===== src/hw/rtl/qdc_pkg.sv =====
// ----------------------------------------------------------------------------
// qdc_pkg
// Shared types, codes and the 4x quadrature table of the detent counter.
// ----------------------------------------------------------------------------
package qdc_pkg;

  localparam int unsigned OpW   = 2;
  localparam int unsigned CntW  = 8;
  localparam int unsigned PpdW  = 7;
  localparam int unsigned WinW  = 16;
  localparam int unsigned CfgIdxW  = 3;
  localparam int unsigned CfgDataW = 16;

  localparam logic [OpW-1:0] OP_SAMPLE = 2'd0;
  localparam logic [OpW-1:0] OP_READ   = 2'd1;
  localparam logic [OpW-1:0] OP_TICK   = 2'd2;

  localparam logic [CfgIdxW-1:0] CFG_PPD      = 3'd0;
  localparam logic [CfgIdxW-1:0] CFG_COMP_EN  = 3'd1;
  localparam logic [CfgIdxW-1:0] CFG_HALF_THR = 3'd2;
  localparam logic [CfgIdxW-1:0] CFG_WINDOW   = 3'd3;
  localparam logic [CfgIdxW-1:0] CFG_REST     = 3'd4;

  localparam logic KIND_READ    = 1'b0;
  localparam logic KIND_TRIGGER = 1'b1;

  // delta per {old phase, new phase}, two's complement
  localparam logic [1:0] QUAD_TBL [16] = '{
    2'b00, 2'b01, 2'b11, 2'b00,
    2'b11, 2'b00, 2'b00, 2'b01,
    2'b01, 2'b00, 2'b00, 2'b11,
    2'b00, 2'b11, 2'b01, 2'b00
  };

  typedef struct packed {
    logic sample;
    logic tick;
    logic div_start;
    logic div_step;
    logic div_finish;
  } cmd_t;

  typedef struct packed {
    logic tick_trig;
  } sts_t;

endpackage


===== src/hw/rtl/qdc_if.sv =====
// ----------------------------------------------------------------------------
// qdc_if
// Valid/ready channels for input items and result items.
// ----------------------------------------------------------------------------
interface qdc_in_if;
  logic       valid;
  logic       ready;
  logic [1:0] operation;
  logic       phase_a;
  logic       phase_b;

  modport source (output valid, output operation, output phase_a, output phase_b,
                  input ready);
  modport sink   (input valid, input operation, input phase_a, input phase_b,
                  output ready);
endinterface

interface qdc_out_if;
  logic              valid;
  logic              ready;
  logic              result_kind;
  logic signed [7:0] detent_steps;

  modport source (output valid, output result_kind, output detent_steps,
                  input ready);
  modport sink   (input valid, input result_kind, input detent_steps,
                  output ready);
endinterface


===== src/hw/rtl/quadrature_detent_counter_core.sv =====
// ----------------------------------------------------------------------------
// quadrature_detent_counter_core
// 4x quadrature decoder with saturating pulse count, detent reads and
// missed-pulse compensation window.
// ----------------------------------------------------------------------------
// Pin samples and ticks are taken as single items; a tick trigger is valid the next cycle.
// A read result is valid after 8 bit-serial divider steps and one result load,
// which waits for a free output; the next item is taken once back in idle.
// Input is taken while a result waits if that result is taken in the same cycle.
// Reset (async, active low) clears count, window, flags and restores config
// defaults.
module quadrature_detent_counter_core (
  input  logic                             clk_i,
  input  logic                             rst_ni,
  input  logic                             cfg_we_i,
  input  logic [qdc_pkg::CfgIdxW-1:0]      cfg_idx_i,
  input  logic [qdc_pkg::CfgDataW-1:0]     cfg_wdata_i,
  qdc_in_if.sink                           in_if,
  qdc_out_if.source                        out_if
);
  import qdc_pkg::*;

  cmd_t cmd;
  sts_t sts;

  qdc_ctrl u_ctrl (
    .clk_i       (clk_i),
    .rst_ni      (rst_ni),
    .in_valid_i  (in_if.valid),
    .in_ready_o  (in_if.ready),
    .operation_i (in_if.operation),
    .out_valid_o (out_if.valid),
    .out_ready_i (out_if.ready),
    .sts_i       (sts),
    .cmd_o       (cmd)
  );

  qdc_datapath u_datapath (
    .clk_i          (clk_i),
    .rst_ni         (rst_ni),
    .cfg_we_i       (cfg_we_i),
    .cfg_idx_i      (cfg_idx_i),
    .cfg_wdata_i    (cfg_wdata_i),
    .phase_a_i      (in_if.phase_a),
    .phase_b_i      (in_if.phase_b),
    .cmd_i          (cmd),
    .sts_o          (sts),
    .result_kind_o  (out_if.result_kind),
    .detent_steps_o (out_if.detent_steps)
  );

endmodule


===== src/hw/rtl/qdc_datapath.sv =====
// ----------------------------------------------------------------------------
// qdc_datapath
// Config registers, pulse count, window timer, serial detent divider and
// result register.
// ----------------------------------------------------------------------------
module qdc_datapath (
  input  logic                           clk_i,
  input  logic                           rst_ni,
  input  logic                           cfg_we_i,
  input  logic [qdc_pkg::CfgIdxW-1:0]    cfg_idx_i,
  input  logic [qdc_pkg::CfgDataW-1:0]   cfg_wdata_i,
  input  logic                           phase_a_i,
  input  logic                           phase_b_i,
  input  qdc_pkg::cmd_t                  cmd_i,
  output qdc_pkg::sts_t                  sts_o,
  output logic                           result_kind_o,
  output logic signed [qdc_pkg::CntW-1:0] detent_steps_o
);
  import qdc_pkg::*;

  logic [PpdW-1:0] ppd_cfg_q;
  logic            comp_en_q;
  logic            half_thr_q;
  logic [WinW-1:0] window_q;
  logic [1:0]      rest_q;

  logic [1:0]             last_phase_q, last_phase_d;
  logic signed [CntW-1:0] count_q, count_d;
  logic                   swallow_q, swallow_d;
  logic [WinW-1:0]        win_left_q, win_left_d;
  logic                   win_run_q, win_run_d;

  logic [CntW-1:0] dvd_q, dvd_d;
  logic [PpdW-1:0] rem_q, rem_d;
  logic [CntW-1:0] quo_q, quo_d;
  logic            neg_q, neg_d;

  logic                   kind_q, kind_d;
  logic signed [CntW-1:0] steps_q, steps_d;

  logic [PpdW-1:0]        ppd;
  logic signed [CntW:0]   cnt9, ppd9, thr9, sum9;
  logic [1:0]             delta;
  logic [1:0]             phase;
  logic                   pos_round, neg_round, win_expire;
  logic [CntW-1:0]        trial;
  logic                   ge;
  logic [CntW-1:0]        trial_sub;

  always_ff @(posedge clk_i or negedge rst_ni) begin
    if (!rst_ni) begin
      ppd_cfg_q   <= PpdW'(1);
      comp_en_q   <= 1'b0;
      half_thr_q  <= 1'b0;
      window_q    <= WinW'(5);
      rest_q      <= 2'd0;
    end else if (cfg_we_i) begin
      case (cfg_idx_i)
        CFG_PPD:       ppd_cfg_q   <= cfg_wdata_i[PpdW-1:0];
        CFG_COMP_EN:   comp_en_q   <= cfg_wdata_i[0];
        CFG_HALF_THR:  half_thr_q  <= cfg_wdata_i[0];
        CFG_WINDOW:    window_q    <= cfg_wdata_i[WinW-1:0];
        CFG_REST:      rest_q      <= cfg_wdata_i[1:0];
        default: ;
      endcase
    end
  end

  assign ppd   = (ppd_cfg_q == '0) ? PpdW'(1) : ppd_cfg_q;
  assign cnt9  = {count_q[CntW-1], count_q};
  assign ppd9  = {2'b00, ppd};
  assign thr9  = half_thr_q ? {3'b000, ppd[PpdW-1:1]} : '0;
  assign phase = {phase_a_i, phase_b_i};
  assign delta = QUAD_TBL[{last_phase_q, phase}];
  assign sum9  = cnt9 + {{(CntW-1){delta[1]}}, delta};

  assign win_expire = win_run_q && (win_left_q <= WinW'(1));
  assign pos_round  = (cnt9 > thr9) && (cnt9 < ppd9);
  assign neg_round  = (cnt9 < -thr9) && (cnt9 > -ppd9);
  assign sts_o.tick_trig = win_expire && (pos_round || neg_round);

  assign trial     = {rem_q, dvd_q[CntW-1]};
  assign ge        = trial >= {1'b0, ppd};
  assign trial_sub = trial - {1'b0, ppd};

  always_comb begin
    last_phase_d = last_phase_q;
    count_d      = count_q;
    swallow_d    = swallow_q;
    win_left_d   = win_left_q;
    win_run_d    = win_run_q;
    dvd_d        = dvd_q;
    rem_d        = rem_q;
    quo_d        = quo_q;
    neg_d        = neg_q;
    kind_d       = kind_q;
    steps_d      = steps_q;

    if (cmd_i.sample) begin
      if (comp_en_q) win_run_d = 1'b0;
      if (swallow_q) begin
        swallow_d = 1'b0;
      end else begin
        if (sum9 > 9'sd127) count_d = 8'sd127;
        else if (sum9 < -9'sd128) count_d = -8'sd128;
        else count_d = sum9[CntW-1:0];
        last_phase_d = phase;
        if (comp_en_q) begin
          win_left_d = window_q;
          win_run_d  = 1'b1;
        end
      end
    end

    if (cmd_i.tick && win_run_q) begin
      if (!win_expire) begin
        win_left_d = win_left_q - WinW'(1);
      end else begin
        win_left_d = '0;
        win_run_d  = 1'b0;
        if (pos_round) count_d = {1'b0, ppd};
        else if (neg_round) count_d = -$signed({1'b0, ppd});
        if (pos_round || neg_round) begin
          swallow_d = 1'b1;
          kind_d    = KIND_TRIGGER;
          steps_d   = '0;
        end
      end
    end

    if (cmd_i.div_start) begin
      neg_d = count_q[CntW-1];
      dvd_d = count_q[CntW-1] ? CntW'(-count_q) : CntW'(count_q);
      rem_d = '0;
      quo_d = '0;
    end

    if (cmd_i.div_step) begin
      rem_d = ge ? trial_sub[PpdW-1:0] : trial[PpdW-1:0];
      quo_d = {quo_q[CntW-2:0], ge};
      dvd_d = {dvd_q[CntW-2:0], 1'b0};
    end

    if (cmd_i.div_finish) begin
      kind_d  = KIND_READ;
      steps_d = neg_q ? -$signed(quo_q) : $signed(quo_q);
      count_d = neg_q ? -$signed({1'b0, rem_q}) : $signed({1'b0, rem_q});
      if (quo_q != '0) last_phase_d = rest_q;
    end
  end

  always_ff @(posedge clk_i or negedge rst_ni) begin
    if (!rst_ni) begin
      last_phase_q <= 2'd0;
      count_q      <= '0;
      swallow_q    <= 1'b0;
      win_left_q   <= '0;
      win_run_q    <= 1'b0;
    end else begin
      last_phase_q <= last_phase_d;
      count_q      <= count_d;
      swallow_q    <= swallow_d;
      win_left_q   <= win_left_d;
      win_run_q    <= win_run_d;
    end
  end

  always_ff @(posedge clk_i) begin
    dvd_q   <= dvd_d;
    rem_q   <= rem_d;
    quo_q   <= quo_d;
    neg_q   <= neg_d;
    kind_q  <= kind_d;
    steps_q <= steps_d;
  end

  assign result_kind_o  = kind_q;
  assign detent_steps_o = steps_q;

endmodule


===== src/hw/rtl/qdc_ctrl.sv =====
// ----------------------------------------------------------------------------
// qdc_ctrl
// Sequencer: accepts items, runs the serial detent divider, owns result valid.
// ----------------------------------------------------------------------------
module qdc_ctrl (
  input  logic                     clk_i,
  input  logic                     rst_ni,
  input  logic                     in_valid_i,
  output logic                     in_ready_o,
  input  logic [qdc_pkg::OpW-1:0]  operation_i,
  output logic                     out_valid_o,
  input  logic                     out_ready_i,
  input  qdc_pkg::sts_t            sts_i,
  output qdc_pkg::cmd_t            cmd_o
);
  import qdc_pkg::*;

  localparam logic [1:0] S_IDLE = 2'd0;
  localparam logic [1:0] S_DIV  = 2'd1;
  localparam logic [1:0] S_DONE = 2'd2;

  logic [1:0] state_q, state_d;
  logic [2:0] step_q, step_d;
  logic       out_valid_q, out_valid_d;
  logic       out_free, accept;

  assign out_free   = !out_valid_q || out_ready_i;
  assign in_ready_o = (state_q == S_IDLE) && out_free;
  assign accept     = in_valid_i && in_ready_o;

  always_comb begin
    cmd_o.sample     = accept && (operation_i == OP_SAMPLE);
    cmd_o.tick       = accept && (operation_i == OP_TICK);
    cmd_o.div_start  = accept && (operation_i == OP_READ);
    cmd_o.div_step   = (state_q == S_DIV);
    cmd_o.div_finish = (state_q == S_DONE) && out_free;
  end

  always_comb begin
    state_d = state_q;
    step_d  = step_q;
    case (state_q)
      S_IDLE: begin
        if (cmd_o.div_start) begin
          state_d = S_DIV;
          step_d  = '0;
        end
      end
      S_DIV: begin
        step_d = step_q + 3'd1;
        if (step_q == 3'd7) state_d = S_DONE;
      end
      S_DONE: begin
        if (out_free) state_d = S_IDLE;
      end
      default: state_d = S_IDLE;
    endcase

    out_valid_d = out_valid_q && !out_ready_i;
    if (cmd_o.div_finish || (cmd_o.tick && sts_i.tick_trig)) out_valid_d = 1'b1;
  end

  always_ff @(posedge clk_i or negedge rst_ni) begin
    if (!rst_ni) begin
      state_q     <= S_IDLE;
      step_q      <= '0;
      out_valid_q <= 1'b0;
    end else begin
      state_q     <= state_d;
      step_q      <= step_d;
      out_valid_q <= out_valid_d;
    end
  end

  assign out_valid_o = out_valid_q;

endmodule

===== src/flat_wrapper.sv =====
// flat-port wrapper written by rule: the top's interface ports become plain ports
module quadrature_detent_counter_core_flat import qdc_pkg::*;
  (clk_i, rst_ni, cfg_we_i, cfg_idx_i, cfg_wdata_i, in_if_valid, in_if_operation, in_if_phase_a, in_if_phase_b, in_if_ready, out_if_valid, out_if_result_kind, out_if_detent_steps, out_if_ready);
  qdc_in_if in_if_i ();
  qdc_out_if out_if_i ();
  input  logic clk_i;
  input  logic rst_ni;
  input  logic cfg_we_i;
  input  logic [qdc_pkg::CfgIdxW-1:0] cfg_idx_i;
  input  logic [qdc_pkg::CfgDataW-1:0] cfg_wdata_i;
  input wire logic [$bits(in_if_i.valid)-1:0] in_if_valid;
  input wire logic [$bits(in_if_i.operation)-1:0] in_if_operation;
  input wire logic [$bits(in_if_i.phase_a)-1:0] in_if_phase_a;
  input wire logic [$bits(in_if_i.phase_b)-1:0] in_if_phase_b;
  output wire logic [$bits(in_if_i.ready)-1:0] in_if_ready;
  output wire logic [$bits(out_if_i.valid)-1:0] out_if_valid;
  output wire logic [$bits(out_if_i.result_kind)-1:0] out_if_result_kind;
  output wire logic [$bits(out_if_i.detent_steps)-1:0] out_if_detent_steps;
  input wire logic [$bits(out_if_i.ready)-1:0] out_if_ready;
  assign in_if_i.valid = in_if_valid;
  assign in_if_i.operation = in_if_operation;
  assign in_if_i.phase_a = in_if_phase_a;
  assign in_if_i.phase_b = in_if_phase_b;
  assign in_if_ready = in_if_i.ready;
  assign out_if_valid = out_if_i.valid;
  assign out_if_result_kind = out_if_i.result_kind;
  assign out_if_detent_steps = out_if_i.detent_steps;
  assign out_if_i.ready = out_if_ready;
  quadrature_detent_counter_core u_core (.clk_i(clk_i), .rst_ni(rst_ni), .cfg_we_i(cfg_we_i), .cfg_idx_i(cfg_idx_i), .cfg_wdata_i(cfg_wdata_i), .in_if(in_if_i), .out_if(out_if_i));
endmodule

===== config.mk =====
export PLATFORM = sky130hd
export DESIGN_NAME = quadrature_detent_counter_core_flat
export DESIGN_NICKNAME = d
export VERILOG_FILES = /design/src/hw/rtl/qdc_pkg.sv /design/src/hw/rtl/qdc_if.sv /design/src/hw/rtl/quadrature_detent_counter_core.sv /design/src/hw/rtl/qdc_datapath.sv /design/src/hw/rtl/qdc_ctrl.sv /design/src/flat_wrapper.sv
export SDC_FILE = /design/constraint.sdc
export NUM_CORES = 1
export LEC_CHECK = 0
export ABC_CLOCK_PERIOD_IN_PS = 4900
export BUFFER_PORTS_ARGS = -buffer_cell sky130_fd_sc_hd__buf_4
export CAP_MARGIN = 40
export CORE_MARGIN = 2
export CORE_UTILIZATION = 45
export DETAILED_ROUTE_END_ITERATION = 10
export PLACE_DENSITY = 0.73
export SYNTH_ARGS = -nofsm -noshare
export SYNTH_HDL_FRONTEND = slang
export SYNTH_HIERARCHICAL = 1
export SYNTH_SLANG_ARGS = --single-unit
export TNS_END_PERCENT = 1

===== constraint.sdc =====
create_clock -name clk_i -period 4.9 [get_ports clk_i]
set_input_delay 0.49 -clock clk_i [delete_from_list [all_inputs] [get_ports clk_i]]
set_output_delay 0.49 -clock clk_i [all_outputs]
set_load 0.1 [all_outputs]

Word-level counts from Yosys, hierarchy flattened
Memories as Yosys holds them, arrays and structs flattened.
Index checks and enable logic that the tools add are counted.
{ "word_totals": {"mem_bits_ro": 32, "word_cells": 147, "inputBits": 28, "out_inout_bits": 11, "memories": 1, "regBits": 94} }
{ "classes": {"n_eq_ne": 13, "n_addsub": 10, "n_reduce_logical": 40, "order_cmp": 9, "n_bitwise": 1, "mux": 53} }
{ "mem_list": {"columns": ["name", "depth", "width", "rd", "rd_clocked_by_memory_dff", "wr", "line_no", "source"], "rows": [
  ["(no name shown)", 16, 2, 1, 0, 0, "qdc_datapath.sv:74", "assign delta = QUAD_TBL[{last_phase_q, phase}];"]
]} }
{ "ops": {"columns": ["operator", "count"], "rows": [
  ["$mux 8", 20],
  ["$mux 16", 5],
  ["$mux 7", 4],
  ["$mux 2", 9],
  ["$le 16x1->1 const B", 1],
  ["$neg 7->8", 2],
  ["$neg 8->8", 2],
  ["$sub 16x1->16 const B", 1],
  ["$reduce_bool 2->1", 7],
  ["$logic_and 1x1->1", 13],
  ["$reduce_and 2->1", 6],
  ["$reduce_and 3->1", 4],
  ["$mux 1", 11],
  ["$add 8x2->9", 1],
  ["$gt 8x9->1", 1],
  ["$gt 9x8->1 const B", 1],
  ["$lt 8x9->1", 1],
  ["$lt 9x8->1 const B", 1],
  ["$neg 6->9", 1],
  ["$neg 7->9", 1],
  ["$ge 8x7->1", 1],
  ["$gt 8x7->1", 1],
  ["$lt 8x8->1", 1],
  ["$reduce_bool 8->1", 1],
  ["20 further kinds", 30]
]} }

Longest topological paths before layout
Gate-level depths: netlist (run 1).
{ "logic_depth": {"depth_word": 15, "depth_mapped": 16, "ltp_nobuf": 16} }

By module
Netlist (run 1), hierarchy kept.
{ "modules_own_cells": {"columns": ["mod", "seq_area_each_um2", "n_inst", "cells_per_inst", "area_each_um2"], "rows": [
  ["qdc_datapath", 2351.0, 1, 640, 6165.9],
  ["qdc_ctrl", 150.1, 1, 36, 341.6]
]} }

Worst setup path after synthesis (run 1)
No wires, ideal clock.
{ "synth_path": {"path_type": "register to register", "start": "register u_core.u_datapath.ppd_cfg_q[1]", "end": "register u_core.u_datapath.steps_q[0], in the netlist u_core/u_datapath/detent_steps_o[0] (enable)", "synth_period_minus_slack_ns": 3.624, "slack_ns": 1.276, "n_path_buf": 0, "setup_ns": 0.348, "path_stages_with_launch": 14, "t_arrival_ns": 3.276, "t_required_ns": 4.552, "cell_sequence": "dfrtp_1 -> or3_1 -> nor4_1 -> nor2_1 -> ha_1 -> and3_1 -> nand3_1 -> nor2_1 -> ha_1 -> a221oi_1 -> o21ai_1 -> nor3_2 -> o21ai_2 -> nand2_1"} }
{ "synth_via": {"elab_chain_cells": 9, "elab_cells_between_ends": 14, "cone_classes": "add/sub (2); order compare (4); mux (2); reduce/logical (6)"} }
{ "synth_rtl": {"columns": ["item", "line_no", "source"], "rows": [
  ["start, declared", "qdc_datapath.sv:21", "logic [PpdW-1:0] ppd_cfg_q;"],
  ["start signal, assigned", "qdc_datapath.sv:52", "ppd_cfg_q <= PpdW'(1);"],
  ["start signal, assigned", "qdc_datapath.sv:59", "CFG_PPD: ppd_cfg_q <= cfg_wdata_i[PpdW-1:0];"],
  ["$logic_not 7->1", "qdc_datapath.sv:69", "assign ppd = (ppd_cfg_q == '0) ? PpdW'(1) : ppd_cfg_q;"],
  ["$mux 7 (*)", "qdc_datapath.sv:69", null],
  ["$mux 6", "qdc_datapath.sv:72", "assign thr9 = half_thr_q ? {3'b000, ppd[PpdW-1:1]} : '0;"],
  ["$neg 6->9", "qdc_datapath.sv:79", "assign neg_round = (cnt9 < -thr9) && (cnt9 > -ppd9);"],
  ["$lt 8x9->1", "qdc_datapath.sv:79", null],
  ["$logic_and 1x1->1", "qdc_datapath.sv:79", null],
  ["$logic_or 1x1->1 (*)", "qdc_datapath.sv:123", "if (pos_round || neg_round) begin"],
  ["$reduce_bool 2->1 (no source line) (*)", null, null],
  ["$reduce_and 3->1 (no source line) (*)", null, null],
  ["end signal, assigned", "qdc_datapath.sv:174", "steps_q <= steps_d;"],
  ["end, declared", "qdc_datapath.sv:39", "logic signed [CntW-1:0] steps_q, steps_d;"]
]} }
Every way passes the cells marked *; elsewhere a longest branch is shown, timed or not.
A chain may end at the register's enable or synchronous reset.

Worst setup path after layout (run 1)
{ "layout_path": {"start": "register u_core.u_datapath.ppd_cfg_q[1]", "end": "register u_core.u_datapath.count_q[5]"} }
{ "layout_via": {"elab_chain_cells": 11, "elab_cells_between_ends": 17, "cone_classes": "add/sub (3); order compare (4); mux (7); reduce/logical (3)"} }
{ "layout_rtl": {"columns": ["item", "line_no", "source"], "rows": [
  ["$logic_not 7->1", "qdc_datapath.sv:69", null],
  ["$mux 7 (*)", "qdc_datapath.sv:69", null],
  ["$mux 6", "qdc_datapath.sv:72", null],
  ["$neg 6->9", "qdc_datapath.sv:79", null],
  ["$lt 8x9->1", "qdc_datapath.sv:79", null],
  ["$logic_and 1x1->1", "qdc_datapath.sv:79", null],
  ["$mux 8", "qdc_datapath.sv:122", "else if (neg_round) count_d = -$signed({1'b0, ppd});"],
  ["$mux 8 (*)", "qdc_datapath.sv:121", "if (pos_round) count_d = {1'b0, ppd};"],
  ["$mux 8 (*)", "qdc_datapath.sv:116", "if (!win_expire) begin"],
  ["$mux 8 (*)", "qdc_datapath.sv:115", "if (cmd_i.tick && win_run_q) begin"],
  ["$mux 8 (*)", "qdc_datapath.sv:144", "if (cmd_i.div_finish) begin"],
  ["net u_core.u_datapath.count_d[5]", "qdc_datapath.sv:28", "logic signed [CntW-1:0] count_q, count_d;"],
  ["end signal, assigned", "qdc_datapath.sv:161", "count_q <= count_d;"],
  ["end, declared", "qdc_datapath.sv:28", null]
]} }
Mark *: on every way through the listed nets, which the timed path passes. The rest lies on a longest branch.

==> metrics.md, run 1 <==
| Metric | Value |
|---|---|
| Synth top area share | 22.3% |
| CTS tree | yes |
| FF/Latch Area | 2500 um^2 |
| Peak VDD IR | 0.236 mV |
| Post CTS Setup Buffer Count | 0 |
| Critical-path maximum fanout | 13 |
| Clock root buffer | clkbuf_16 |
| Clock Pin Slew Worst Setup and Hold Paths | 70 ps |
| DRC | 0 |
| Post-synth top area cell | dfrtp_1 |
| Max cap viols | 0 |
| Cells after Synth | 676 |
| FMAX | 226 MHz |
| Count of flip-flops with a built-in enable after synthesis | 31 |
| CP required | 5080 ps |
| Layout cell share with drive strength beyond 1 | 14.5% |
| Post-layout net count | 799 |
| Core area | 14,000 um^2 |
| Crit path kind | reg2reg |
| Hold Crit Class | in2async |
| Die area | 15,400 um^2 |
| Initial DRC count | 580 |
| Top cells by count, synth | nand2_1, dfrtp_1, ha_1 |
| Asr flop ratio synth | 64.9% |
| Initial Utilization | 46.5% |
| Io pins | 39 |
| Syn avg cell area | 9.63 um^2 |
| CP Capture Type | flop |
| Area delta synth->final | 12.0% |
| Via count | 5,422 |
| RSZ-0062 raised after global routing | no |
| All-Layer GR Usage | 20.5% |
| Antenna violations before repair | 0 |
| Synth unique cells | 84 |
| Worst slew pin tran | 843 ps |
| Mapped Area | 6510 um^2 |
| CTS Hold Bufs | 0 |
| H-tree depth | 3 |
| TNS Setup | 0 ps |
| Antenna Diode Count | 0 |
| Chip height | 124 um |
| IO Port Bufs | 38 |
| Multi-input gate area | 3790 um^2 |
| Outcome | finished clean |
| Fin. max-slew vios | 0 |
| Top FF cell, synth | dfrtp_1 |
| Register area share after synthesis | 38.4% |
| Worst-path cell chain | or3_1, nor4_1, nor2_1, ha_1, and3_1, nand3_1, nor2_1, ha_1, a221oi_1, o21ai_1, nor3_2, o21ai_2, nand2_1, o221ai_1 |
| Wire per inst | 17.8 um |
| First-pass GRT wire length | 26,200 um |
| RePlAce Congestion | 0.958 |
| Final wirelength | 15,900 um |
| Largest net degree at the start of global routing | 62 |
| CP arrival | 4600 ps |
| Syn nets | 764 |
| Final worst path period need | 4420 ps |
| Relative slew slack | 43.3% |
| Top post-synthesis cells by area | dfrtp_1, edfxtp_1, ha_1, nand2_1, mux2_2 |
| Final worst slack | 484 ps |
| Slowest stage delay, CP | 500 ps |
| Final Hold Viols | 0 |
| Crit share post-route | 90.1% |
| Clk buf depth | 2 |
| Total gr overflow | 0 |
| Routed Antenna Nets | 0 |
| Fillcell total | 1,234 |
| Setup-failing EPs final | 0 |
| Final HPWL DP | 11,700 um |
| Die Wd | 124 um |
| PwrDens | 633 nW/um^2 |
| Leakage | 3.05 nW |
| Register bit total from synthesis | 94 |
| Router iterations before antenna repair | 5 |
| Warnings, synthesis | 6 |
| Worst-path cell with the longest stage delay | nand2_1 |
| PostCTS Resize Cnt | 0 |
| CP startpoint kind | flop |
| DP Worst Slack | 583 ps |
| Mean number of vias per cell | 6.05 |
| Rows | 43 |
| Inserted Clock Buffers | 9 |
| Top-count cell post-synth | nand2_1 |
| CTS sink count | 94 |
| Vias in the first global route | 5,285 |
| Worst Skew | 6.99 ps |
| Clk_lat worst skew | 340 ps |
path summary, 6_finish.rpt:
check,start,endpoint,slack (ps),depth (start not counted)
setup / recovery,u_core/u_datapath/ppd_cfg_q[1]$_DFFE_PN0P_,u_core/u_datapath/count_q[5]$_DFF_PN0_,480,14
hold / removal,rst_ni,u_core/u_ctrl/step_q[1]$_DFFE_PN0P_,220,1
setup reg to reg,u_core/u_datapath/ppd_cfg_q[1]$_DFFE_PN0P_,u_core/u_datapath/count_q[5]$_DFF_PN0_,480,14
hold reg to reg,u_core/u_datapath/result_kind_o$_SDFFE_PP0P_,u_core/u_datapath/result_kind_o$_SDFFE_PP0P_,450,2
max in group asynchronous,rst_ni,u_core/u_datapath/swallow_q$_DFF_PN0_,4130,1
min in group clk_i,cfg_wdata_i[4],u_core/u_datapath/ppd_cfg_q[4]$_DFFE_PN0P_,380,3
registers in the layout, indices dropped and copies added (netlist names), 2 cells and up:
name                              flops
u_core/u_datapath/win_left_q         16
u_core/u_datapath/window_q           16
u_core/u_datapath/count_q             8
u_core/u_datapath/detent_steps_o      8
u_core/u_datapath/dvd_q               8
u_core/u_datapath/quo_q               8
u_core/u_datapath/ppd_cfg_q           7
u_core/u_datapath/rem_q               7
u_core/u_ctrl/step_q                  3
u_core/u_ctrl/state_q                 2
u_core/u_datapath/last_phase_q        2
u_core/u_datapath/rest_q              2
final cells by class:
| class | count | area share [%] |
|---|---|---|
| multi-input combinational | 528 | 52.0 |
| sequential | 94 | 34.3 |
| timing repair buffer | 42 | 4.38 |
| clock buffer | 10 | 3.14 |
| tap | 180 | 3.09 |
| inverter | 36 | 1.85 |
| clock inverter | 6 | 1.18 |
cells in the final DEF (no fill, tap or decap), drive strengths merged, types with 4 or more instances in the layout:
cell / Yosys / layout
buf: 4 / 42
nor3: 20 / 20
o21a: 4 / 4
dfrtp: 58 / 58
ha: 58 / 58
nand3: 9 / 9
a21oi: 27 / 27
o211ai: 5 / 5
or4: 4 / 4
a221o: 6 / 6
nand3b: 7 / 7
edfxtp: 31 / 31
mux2i: 9 / 9
nand4: 4 / 4
a31oi: 4 / 4
a211oi: 9 / 9
and2: 7 / 7
nor2b: 13 / 13
xor2: 14 / 14
or3: 7 / 7
nor4: 12 / 12
and3: 7 / 7
nand2b: 7 / 7
xnor2: 20 / 20
o31ai: 8 / 8
a311o: 4 / 4
a22oi: 5 / 5
o21ai: 55 / 55
nor2: 57 / 57
inv: 36 / 36
nand2: 72 / 72
mux2: 21 / 21
clkbuf: 14 / 10
per-stage QoR:
step	power, mW	area, um^2	std cells	util [%]	hold slack (ps)
2_1_floorplan	3.24	6510	676	-	194
3_3_place_gp	3.71	6950	877	49.7	454
3_5_place_dp	3.83	6970	880	49.9	448
4_1_cts	4.59	7290	896	52.1	248
5_1_grt	4.96	7290	896	52.1	275
6_report	4.61	7290	896	52.1	222
per-layer routing:
layer  up-vias  global-route usage, %  wire [um]
li1       2556                      -          -
met3        28                   2.96        863
met5         -                      0          0
met4         0                   6.94        397
met2       200                   34.8       7740
met1      2638                   26.9       6940
worst max-delay path: cells and delay by family (launching register included):
family,cells,cell delay (ps)
flip-flops,1,460
AND/OR/NAND/NOR,8,2390
adder cells (fa/ha/maj),2,590
AO/OA/AOI/OAI,4,820
where the power goes:
group	switching (mW)	internal (mW)
Sequential	0.395	1.15
Clock	0.293	0.445
Combinational	1.34	0.986
cell families after synthesis:
kind of cell / share of synthesized area (%)
AO/OA/AOI/OAI: 16.7
XOR/XNOR: 4.58
adder cells (fa/ha/maj): 11.8
buffers and inverters: 3.36
flip-flops: 38.4
multiplexers: 5.36
other: 0.0576
AND/OR/NAND/NOR: 19.7
No activity file was read; power rests on OpenSTA's default activity.
==> run 2, diff against run 1 <==
- CAP_MARGIN: 40 -> not set
- CORE_ASPECT_RATIO: not set -> 0.6
==> metrics.md, run 2 (synthesis gave the netlist of run 1 again) <==
| Metric | Value |
|---|---|
| Max cap viols | 0 (unchanged) |
| Design Area, Final | 7250 um^2 (-0.51%) |
| Die Wd | 159 um (+28%) |
| Crit path kind | reg2reg |
| CTS tree | yes |
| Initial DRC count | 542 (-6.6%) |
| IO Port Bufs | 38 (unchanged) |
| RR Endpoint | u_core/u_datapath/count_q[5]$_DFF_PN0_ |
| Initial Utilization | 46.9% (+0.39 points) |
| Final wirelength | 17,600 um (+10%) |
| Total gr overflow | 0 (unchanged) |
| Antenna violations before repair | 0 (unchanged) |
| Commonest non-fill, non-tap cells in the layout | nand2_1, ha_1, dfrtp_1, nor2_1, o21ai_0 |
| Critical-path maximum fanout | 13 (unchanged) |
| Outcome | finished clean |
| Antenna Diode Count | 0 (unchanged) |
| Tot Pwr | 4.66 mW (+0.99%) |
| FMAX | 221 MHz (-2.4%) |
| CP startpoint kind | flop |
| Final worst path period need | 4530 ps (+110 ps) |
| Post-layout net count | 797 (-0.25%) |
| CP required | 5090 ps (about the same) |
| Cells on worst reg2reg path | 15 (+1) |
| Worst reg-to-reg setup slack | 370 ps (-110 ps) |
| Clk buf depth | 2 (unchanged) |
| Core area | 13,900 um^2 (-0.82%) |
| Final Hold Viols | 0 (unchanged) |
| Die area | 15,500 um^2 (+0.20%) |
| Final HPWL DP | 13,400 um (+14%) |
| PwrDens | 642 nW/um^2 (+1.5%) |
| CTS Hold Bufs | 0 (unchanged) |
| Worst Skew | 6.92 ps (-0.0637 ps) |
| CP arrival | 4720 ps (+120 ps) |
| Largest net degree at the start of global routing | 62 (unchanged) |
| CTS sink count | 94 (unchanged) |
| DP Worst Slack | 467 ps (-116 ps) |
| Worst slew pin tran | 1070 ps (+226 ps) |
| WP depth | 15 (+1) |
| Mean number of vias per cell | 6.04 (-0.12%) |
| Via count | 5,476 (+1.0%) |
| Post CTS Setup Buffer Count | 0 (unchanged) |
| Clock root buffer | clkbuf_16 |
| Slowest stage delay, CP | 470 ps (-30 ps) |
| Router iterations before antenna repair | 5 (unchanged) |
| Inserted Clock Buffers | 9 (unchanged) |
| Wire per inst | 19.4 um (+8.9%) |
| All-Layer GR Usage | 23.0% (+2.5 points) |
| Rows | 33 (-23%) |
| Fin. max-slew vios | 0 (unchanged) |
| Vias in the first global route | 5,085 (-3.8%) |
| Chip height | 97.2 um (-22%) |
| Fillcell total | 1,301 (+5.4%) |
| Clock Pin Slew Worst Setup and Hold Paths | 70 ps (about the same) |
| Leakage | 3.03 nW (-0.37%) |
| Io pins | 39 (unchanged) |
| Biggest regs | u_core/u_datapath/win_left_q (16), u_core/u_datapath/window_q (16) |
| Clk_lat worst skew | 350 ps (about the same) |
| DRC | 0 (unchanged) |
| Worst-path cell with the longest stage delay | dfrtp_1 |
| H-tree depth | 3 (unchanged) |
| RSZ-0062 raised after global routing | no |
| RR Startpoint | u_core/u_datapath/ppd_cfg_q[1]$_DFFE_PN0P_ |
| First-pass GRT wire length | 28,200 um (+7.4%) |
| Routed Antenna Nets | 0 (unchanged) |
| Layout cell share with drive strength beyond 1 | 14.6% (+0.041 points) |
| Placed Area | 6970 um^2 (about the same) |
| PostCTS Resize Cnt | 0 (unchanged) |
| Hold Crit Class | in2async |
| Setup-failing EPs final | 0 (unchanged) |
| Area delta synth->final | 11.4% |
| Peak VDD IR | 0.304 mV (+29%) |
| RePlAce Congestion | 0.955 (-0.28%) |
| Most common cell after layout, fill and taps aside | nand2_1 |
| Final worst slack | 374 ps (-110 ps) |
| Relative slew slack | 28.5% (-15 points) |
| Worst-path cell chain | or3_1, nor4_1, nor2_1, ha_1, and3_1, nand3_1, nor2_1, ha_1, nor2b_1, a221oi_1, o21ai_1, nor3_2, o21ai_2, nand2_1, o221ai_1 |
| Buf/Inv on CP | 0 (unchanged) |
| Crit share post-route | 92.4% (+2.3 points) |
| Crit path max-delay family | simple AND/OR/NAND/NOR gates |
| TNS Setup | 0 ps (unchanged) |
| CP Capture Type | flop |
-- run 2: final cells by class --
type	count	area [um^2]	share of cell area (%)
clock inverters	7	56.3	0.776
multi-input cells	528	3790	52.3
flip-flops and latches	94	2500	34.5
well taps	192	240	3.31
inverters	36	135	1.86
repair buffers	40	300	4.14
clock buffers	9	225	3.11
-- run 2: worst max path at each step --
stage / startpoint / to / slack [ps]
2_1_floorplan: u_core/u_datapath/ppd_cfg_q[1]$_DFFE_PN0P_ / u_core/u_datapath/detent_steps_o[0]$_SDFFCE_PN0P_ / 1280
3_3_place_gp: u_core/u_datapath/ppd_cfg_q[1]$_DFFE_PN0P_ / u_core/u_datapath/detent_steps_o[6]$_SDFFCE_PN0P_ / 810
3_5_place_dp: u_core/u_datapath/ppd_cfg_q[1]$_DFFE_PN0P_ / u_core/u_datapath/count_q[5]$_DFF_PN0_ / 470
4_1_cts: u_core/u_datapath/ppd_cfg_q[1]$_DFFE_PN0P_ / u_core/u_datapath/count_q[5]$_DFF_PN0_ / 460
5_1_grt: u_core/u_datapath/ppd_cfg_q[1]$_DFFE_PN0P_ / u_core/u_datapath/count_q[5]$_DFF_PN0_ / 30
6_report: u_core/u_datapath/ppd_cfg_q[1]$_DFFE_PN0P_ / u_core/u_datapath/count_q[5]$_DFF_PN0_ / 370
-- run 2: report_power, final --
group | total (mW) | switching, mW | leakage [nW] | internal, mW
registers | 1.57 | 0.418 | 1.06 | 1.15
logic | 2.41 | 1.42 | 1.83 | 0.992
clock network | 0.679 | 0.327 | 0.142 | 0.353
-- run 2: worst register-to-register path, stage by stage, from the launching register on --
cell and delay (ps):
dfrtp_1 470, or3_1 460, nor4_1 370, nor2_1 180, ha_1 270, and3_1 250
nand3_1 190, nor2_1 100, ha_1 340, nor2b_1 60, a221oi_1 210, o21ai_1 120
nor3_2 470, o21ai_2 200, nand2_1 440, o221ai_1 230
-- run 2: per-stage QoR --
stage / util [%] / hold WS, ps / cells
after CTS: 52.3 / 260 / 906
after floorplan: - / 194 / 676
after global placement: 50.2 / 463 / 890
after detailed placement: 50.2 / 468 / 890
after global routing: 52.3 / 280 / 906
final: 52.3 / 223 / 906
-- run 2: layer usage --
| metal | global-route usage, % | vias to the layer above | share of wire [%] | wire length (um) |
|---|---|---|---|---|
| met2 | 31.2 | 265 | 40 | 7110 |
| li1 | - | 2559 | - | - |
| met3 | 5.85 | 19 | 9.3 | 1630 |
| met1 | 36.3 | 2633 | 49 | 8650 |
| met5 | 0 | - | 0 | 0 |
| met4 | 4.76 | 0 | 0.99 | 174 |
